### config.mk
export PLATFORM = sky130hd
export DESIGN_NAME = zigzag_diagonal_reorder
export DESIGN_NICKNAME = d
export VERILOG_FILES = /design/src/hw/rtl/zdr_pkg.sv /design/src/hw/rtl/zdr_ram.sv /design/src/hw/rtl/zdr_walk.sv /design/src/hw/rtl/zigzag_diagonal_reorder.sv
export VERILOG_INCLUDE_DIRS = /design/src /design/src/hw/rtl
export SDC_FILE = /design/constraint.sdc
export NUM_CORES = 2
export LEC_CHECK = 0
export ABC_AREA = 1
export BUFFER_PORTS_ARGS = -buffer_cell sky130_fd_sc_hd__clkbuf_2
export CORE_MARGIN = 10
export CORE_UTILIZATION = 40
export DETAILED_ROUTE_END_ITERATION = 8
export MAX_ROUTING_LAYER = met4
export PLACE_DENSITY = 0.64
export SYNTH_ARGS = -nofsm -noshare
export SYNTH_HDL_FRONTEND = slang
export SYNTH_SLANG_ARGS = --single-unit
### constraint.sdc
create_clock -name clk -period 4.86 [get_ports clk]
set_input_delay 1.215 -clock clk [delete_from_list [all_inputs] [get_ports clk]]
set_output_delay 1.215 -clock clk [all_outputs]
set_load 0.005 [all_outputs]
### src/hw/rtl/zigzag_diagonal_reorder_macros.svh
`ifndef ZIGZAG_DIAGONAL_REORDER_MACROS_SVH
`define ZIGZAG_DIAGONAL_REORDER_MACROS_SVH

// Same-cycle implication, sampled on clk, off during rst.
`define ZDR_ASSERT_IMP(name, ante, cons) \
  name: assert property (@(posedge clk) disable iff (rst) (ante) |-> (cons)) \
    else $error("zdr same-cycle check failed");

// Next-cycle implication, sampled on clk, off during rst.
`define ZDR_ASSERT_NXT(name, ante, cons) \
  name: assert property (@(posedge clk) disable iff (rst) (ante) |=> (cons)) \
    else $error("zdr next-cycle check failed");

`endif

### src/hw/rtl/zdr_pkg.sv
package zdr_pkg;

  localparam int MAX_ROWS    = 8;
  localparam int MAX_COLS    = 8;
  localparam int STORE_DEPTH = MAX_ROWS * MAX_COLS;
  localparam int DATA_W      = 32;
  localparam int CFG_W       = 4;
  localparam int ADDR_W      = (STORE_DEPTH > 1) ? $clog2(STORE_DEPTH) : 1;
  localparam int CNT_W       = $clog2(STORE_DEPTH + 1);
  localparam int ROW_W       = (MAX_ROWS > 1) ? $clog2(MAX_ROWS) : 1;
  localparam int COL_W       = (MAX_COLS > 1) ? $clog2(MAX_COLS) : 1;
  localparam int PROD_W      = ROW_W + CNT_W;

  localparam logic REG_ROW_COUNT = 1'b0;
  localparam logic REG_COL_COUNT = 1'b1;

  localparam logic [CFG_W-1:0] DIM_RESET = CFG_W'(8);

  typedef struct packed {
    logic              en;
    logic [ADDR_W-1:0] addr;
    logic              last;
  } rd_req_t;

  function automatic logic [CNT_W-1:0] clamp_dim(input logic [CFG_W-1:0] v,
                                                 input int maxv);
    logic [CNT_W-1:0] res;
    if (v == '0) begin
      res = CNT_W'(1);
    end else if (int'(v) > maxv) begin
      res = CNT_W'(maxv);
    end else begin
      res = CNT_W'(v);
    end
    return res;
  endfunction

endpackage

### src/hw/rtl/zdr_ram.sv
module zdr_ram
  import zdr_pkg::*;
(
  input  logic              clk,
  input  logic              we,
  input  logic [ADDR_W-1:0] waddr,
  input  logic [DATA_W-1:0] wdata,
  input  logic              re,
  input  logic [ADDR_W-1:0] raddr,
  output logic [DATA_W-1:0] rdata
);

  logic [DATA_W-1:0] mem [STORE_DEPTH];

  always_ff @(posedge clk) begin
    if (we) begin
      mem[waddr] <= wdata;
    end
  end

  always_ff @(posedge clk) begin
    if (re) begin
      rdata <= mem[raddr];
    end
  end

endmodule

### src/hw/rtl/zdr_walk.sv
module zdr_walk
  import zdr_pkg::*;
(
  input  logic             clk,
  input  logic             rst,
  input  logic             start,
  input  logic [CNT_W-1:0] start_rows,
  input  logic [CNT_W-1:0] start_cols,
  input  logic [CNT_W-1:0] start_total,
  input  logic             req_ok,
  output logic             busy,
  output rd_req_t          req
);

  typedef enum logic {
    IDLE,
    EMIT
  } state_t;

  state_t           state;
  logic [ROW_W-1:0] r;
  logic [COL_W-1:0] c;
  logic [CNT_W-1:0] k;
  logic [CNT_W-1:0] rows;
  logic [CNT_W-1:0] cols;
  logic [CNT_W-1:0] total;

  logic [PROD_W-1:0] idx;
  logic              at_last_col;
  logic              at_last_row;
  logic              up_right;

  always_comb begin
    idx         = PROD_W'(r) * PROD_W'(cols) + PROD_W'(c);
    at_last_col = (CNT_W'(c) == cols - CNT_W'(1));
    at_last_row = (CNT_W'(r) == rows - CNT_W'(1));
    up_right    = ~(r[0] ^ c[0]);
    busy        = (state == EMIT);
    req.en      = busy && req_ok;
    req.addr    = idx[ADDR_W-1:0];
    req.last    = (k == total - CNT_W'(1));
  end

  always_ff @(posedge clk) begin
    if (rst) begin
      state <= IDLE;
    end else begin
      case (state)
        IDLE: begin
          if (start) begin
            state <= EMIT;
            r     <= '0;
            c     <= '0;
            k     <= '0;
            rows  <= start_rows;
            cols  <= start_cols;
            total <= start_total;
          end
        end
        EMIT: begin
          if (req.en) begin
            k <= k + CNT_W'(1);
            if (req.last) begin
              state <= IDLE;
            end
            if (up_right) begin
              if (at_last_col) begin
                r <= r + ROW_W'(1);
              end else if (r == '0) begin
                c <= c + COL_W'(1);
              end else begin
                r <= r - ROW_W'(1);
                c <= c + COL_W'(1);
              end
            end else begin
              if (at_last_row) begin
                c <= c + COL_W'(1);
              end else if (c == '0) begin
                r <= r + ROW_W'(1);
              end else begin
                r <= r + ROW_W'(1);
                c <= c - COL_W'(1);
              end
            end
          end
        end
        default: begin
          state <= IDLE;
        end
      endcase
    end
  end

endmodule

### src/hw/rtl/zigzag_diagonal_reorder.sv
// Loads a row_count x col_count matrix, one element beat per cycle in row-major
// order, into a 64-entry element memory, then plays it back in diagonal zigzag
// order with the final beat marked by out_last. Playback begins once the last
// element is taken, with reads issued whenever the read stage can take them;
// the first beat passes the walker state register, the RAM read register and
// the output register. Playback then moves one element per cycle through the
// memory's single read port while out_ready allows; out_ready stalls hold it.
// elem_ready is low during playback; the next matrix may start loading as soon
// as the last read is issued, while its results still drain. Counts of zero act
// as 1 and counts above 8 act as 8.
`include "zigzag_diagonal_reorder_macros.svh"

module zigzag_diagonal_reorder
  import zdr_pkg::*;
(
  input  logic                     clk,
  input  logic                     rst,
  input  logic                     cfg_we,
  input  logic                     cfg_index,
  input  logic [CFG_W-1:0]         cfg_data,
  input  logic                     elem_valid,
  output logic                     elem_ready,
  input  logic signed [DATA_W-1:0] elem_value,
  output logic                     out_valid,
  input  logic                     out_ready,
  output logic signed [DATA_W-1:0] out_value,
  output logic                     out_last
);

  logic [CFG_W-1:0]   row_count;
  logic [CFG_W-1:0]   col_count;
  logic [CNT_W-1:0]   load_count;
  logic [CNT_W-1:0]   load_count_next;
  logic [CNT_W-1:0]   rows;
  logic [CNT_W-1:0]   cols;
  logic [2*CNT_W-1:0] total_wide;
  logic [CNT_W-1:0]   total;
  logic               elem_accept;
  logic               start;
  logic               busy;
  logic               wr_en;
  rd_req_t            rd_req;
  logic               req_ok;
  logic               move;
  logic               rd_valid;
  logic               rd_last;
  logic [DATA_W-1:0]  rd_data;

  always_ff @(posedge clk) begin
    if (rst) begin
      row_count <= DIM_RESET;
      col_count <= DIM_RESET;
    end else if (cfg_we) begin
      case (cfg_index)
        REG_ROW_COUNT: row_count <= cfg_data;
        REG_COL_COUNT: col_count <= cfg_data;
        default: begin
        end
      endcase
    end
  end

  always_comb begin
    rows            = clamp_dim(row_count, MAX_ROWS);
    cols            = clamp_dim(col_count, MAX_COLS);
    total_wide      = (2*CNT_W)'(rows) * (2*CNT_W)'(cols);
    total           = total_wide[CNT_W-1:0];
    elem_ready      = ~busy;
    elem_accept     = elem_valid && elem_ready;
    load_count_next = load_count + CNT_W'(1);
    start           = elem_accept && (load_count_next >= total);
    wr_en           = elem_accept && (int'(load_count) < STORE_DEPTH);
    move            = rd_valid && (!out_valid || out_ready);
    req_ok          = !rd_valid || move;
  end

  always_ff @(posedge clk) begin
    if (rst) begin
      load_count <= '0;
    end else if (elem_accept) begin
      load_count <= start ? '0 : load_count_next;
    end
  end

  zdr_ram u_ram (
    .clk   (clk),
    .we    (wr_en),
    .waddr (load_count[ADDR_W-1:0]),
    .wdata (elem_value),
    .re    (rd_req.en),
    .raddr (rd_req.addr),
    .rdata (rd_data)
  );

  zdr_walk u_walk (
    .clk         (clk),
    .rst         (rst),
    .start       (start),
    .start_rows  (rows),
    .start_cols  (cols),
    .start_total (total),
    .req_ok      (req_ok),
    .busy        (busy),
    .req         (rd_req)
  );

  always_ff @(posedge clk) begin
    if (rst) begin
      rd_valid  <= 1'b0;
      out_valid <= 1'b0;
    end else begin
      if (rd_req.en) begin
        rd_valid <= 1'b1;
        rd_last  <= rd_req.last;
      end else if (move) begin
        rd_valid <= 1'b0;
      end
      if (move) begin
        out_valid <= 1'b1;
        out_value <= rd_data;
        out_last  <= rd_last;
      end else if (out_ready) begin
        out_valid <= 1'b0;
      end
    end
  end

  `ZDR_ASSERT_NXT(a_start_enters_playback, start, busy)
  `ZDR_ASSERT_IMP(a_playback_load_cleared, busy, load_count == '0)
  `ZDR_ASSERT_IMP(a_no_read_during_load, rd_req.en, !elem_accept)
  `ZDR_ASSERT_NXT(a_read_stage_holds, rd_valid && !move, rd_valid && $stable(rd_last))

endmodule

==> results.yml <==
timing:
  whs_ns: 0.4203
  finalSetupViolations: 0
  post-route-period-util: 0.9397
  rsz0062_at_grt: "no"
  skew_ns: 0.07324
  maxSlewHeadroom: -0.01795
  finalMaxSlewViolations: 33
  fin_crit_ns: 4.567
  fmax_mhz: 219.0
  fin_setup_tns_ns: 0
  worst_pin_slew_ns: 1.527
  hold_violations: 0
critical_path:
  crit_type: "reg2reg"
  critPathArrivalTime_ns: 5.27
  cp_data_required_time_ns: 5.56
  crit_top_cell: "nand2_1"
  slowest_delay_ns: 1.04
  path_cells: "nand2_1, inv_1, fa_1, inv_1, fa_1, fa_4, buf_4, nand3_1, nand3_1, nand3_1, nand2_1, nand2_1, nand2_1"
  endpoint_kind: "flop"
  crit_family: "adder cells"
  cp_slowest_cell: "fa_4"
  critPathLaunchType: "flop"
  critPathBufInv: 3
  crit_fanout: 44
synth:
  synthTopCellsByCount: "2373 x nand2_1, 2142 x edfxtp_1, 1923 x nand3_1, 286 x buf_2, 124 x nor2_1"
  synthFlopType: "edfxtp_1"
  synth_area_leaders: "edfxtp_1 73%, nand3_1 11%, nand2_1 10%, buf_2 1.6%, ha_1 0.59%"
  netlist_area_um2: 87560
  yosysTopAreaCell: "edfxtp_1"
  syn_inst: 7270
  synth_seq_cells: 2160
  synthArstFlopShare: 0
  ys.warnings.count: 0
  yosys.cell_types.count: 31
  syn-num-nets: 7361
  yosysSeqAreaShare: 0.7388
  syn_area_per_cell_um2: 12.04
  synth.top_cell.area_share: 0.7346
  synth.most_common_cell: "nand2_1"
  synth_edf_count: 2142
clock_tree:
  cts_resized: 0
  cts_hold_buf: 0
  clkTransAtPathRegs_ns: 0.06
  numCtsBuffers: 211
  cts_buffer_depth: 3
  clock_sinks: 2160
  clkLatencyLatePin_ns: 0.86
  cts_tree: "yes"
  post_cts_buffers: 0
  htreeDepth: 4
  cts_root_buffer: "clkbuf_16"
grt:
  track_usage: 0.2087
  grt_pass1_vias: 55000
  globalRoute.totalOverflow: 0
  grt_max_degree: 195
  antenna_found_initial: 8
  grt_pass1_wl_um: 366100
floorplan:
  coreArea_um2: 217400
  rows: 171
  io_pins: 77
  die-area_um2: 238000
  die_height_um: 487.9
  die_w_um: 487.9
  start_util: 0.4028
power_and_ir_drop:
  ir_drop_uv: 501.0
  powerDensity_nw_per_um2: 466.9
  leakage_uw: 0.03487
min_path:
  min_path_type: "reg2reg"
placed_design:
  place.gp.congestion: 0.8342
  portBuffers: 76
  hpwl_um: 132100
drt:
  dr.first_iter.drc_count: 8077
  drc: 0
  avgViaCountPerCell: 5.589
  vias: 57820
  dr.pass1.iters: 6
  ant_nets: 0
  wl_per_cell_um: 24.12
  wirelength_um: 249500
layout:
  syn_to_final_growth_pct: 12.89
  layout-drive-gt1-share: 0.08505
  layout.nets: 7389
  final_util: 0.4547
  fillers: 19110
run_status:
  violations: "capacitance limit, slew limit"
  status: "complete, but fails checks"
run:
  drv_cap: 1
-- final timing paths --
path	to	cells past startpoint	slack [ns]	from
worst max-delay path	u_ram.rdata[13]	13	0.29	u_walk.r[0]
worst min-delay path	out_value[26]	0	0.42	u_ram.rdata[26]
worst max register to register	u_ram.rdata[13]	13	0.29	u_walk.r[0]
worst min register to register	out_value[26]	0	0.42	u_ram.rdata[26]
-- area by class of cell --
cell class              count  area, µm²  share of cell area
flip-flops and latches   2160      64680              0.6544
repair buffers            267       2590             0.02620
well taps                2854       3571             0.03613
clock inverters           127       1224             0.01238
diodes                     13      32.53           0.0003291
inverters                  99      409.1            0.004139
multi-input cells        4559      20800              0.2104
clock buffers             266       5538             0.05603
-- flip-flops by register name (all words and copies together) (netlist names), 3 cells and up --
signal,count
u_walk.total,7
u_ram.rdata,32
out_value,32
u_walk.r,3
u_walk.rows,4
col_count,4
u_walk.c,3
u_walk.cols,4
load_count,7
row_count,4
u_ram.mem,2048
u_walk.k,7
-- stage by stage --
step | total power, µW | instance area (µm²) | instances | setup WS, ns
floorplan | 26760 | 87560 | 7270 | 0.6968
detailed placement | 30420 | 92050 | 9939 | 0.3610
CTS | 46200 | 98810 | 10330 | 0.3395
global placement | 30350 | 92050 | 9939 | 0.3810
global route | 47810 | 98840 | 10340 | 0.07871
finish | 46150 | 98840 | 10350 | 0.2933
-- layout by cell type, fill, tap and decap left out, drive strengths merged --
| cell type | Yosys | final |
|---|---|---|
| a21oi | 24 | 24 |
| buf | 379 | 191 |
| bufinv | 0 | 13 |
| clkbuf | 73 | 342 |
| clkinv | 0 | 105 |
| clkinvlp | 0 | 4 |
| dfxtp | 18 | 18 |
| diode | 0 | 13 |
| edfxtp | 2142 | 2142 |
| fa | 8 | 8 |
| ha | 41 | 41 |
| inv | 99 | 104 |
| nand2 | 2373 | 2373 |
| nand2b | 1 | 1 |
| nand3 | 1923 | 1923 |
| nand3b | 2 | 2 |
| nand4 | 10 | 10 |
| nor2 | 125 | 125 |
| nor3 | 2 | 2 |
| nor3b | 1 | 1 |
| nor4 | 1 | 1 |
| o211ai | 1 | 1 |
| o21a | 1 | 1 |
| o21ai | 16 | 16 |
| o21bai | 1 | 1 |
| xnor2 | 12 | 12 |
| xor2 | 17 | 17 |
-- routing by layer --
layer,GRT usage,up-vias,wire [µm]
li1,-,25820,-
met4,0.07255,0,8885
met2,0.3191,2990,115000
met3,0.03441,461,23770
met1,0.2834,28550,101900
met5,-,-,0
-- logic make-up (layout without fill, tap and decap cells) --
family                     count (synthesis)  in the layout  synth area share
AOI/OAI and AO/OA                         43             43          0.002544
xor gates and xnor gates                  29             29          0.002901
other                                      0             13                 0
DFF                                     2160           2160            0.7388
and+or+nand+nor                         4438           4438            0.2183
buffers and inverters                    551            759           0.02984
adders and majority gates                 49             49          0.007688
-- where the power goes --
| group | leakage (µW) | total [µW] | internal, µW | switching [µW] |
|---|---|---|---|---|
| clock | 0.00328 | 16000 | 8820 | 7170 |
| sequential | 0.0194 | 20900 | 20800 | 132 |
| combinational | 0.0122 | 9260 | 2550 | 6720 |
| total | 0.0349 | 46200 | 32100 | 14000 |
-- worst reg2reg max path: cells and delay by family, from the launching register on --
family / cells / cell delay [ns]
buffers and inverters: 3 / 0.70
flip-flops: 1 / 0.51
adder cells (fa/ha/maj): 3 / 2.06
AND/OR/NAND/NOR: 7 / 1.11
Note: power is estimated with default switching activity, not from simulation.
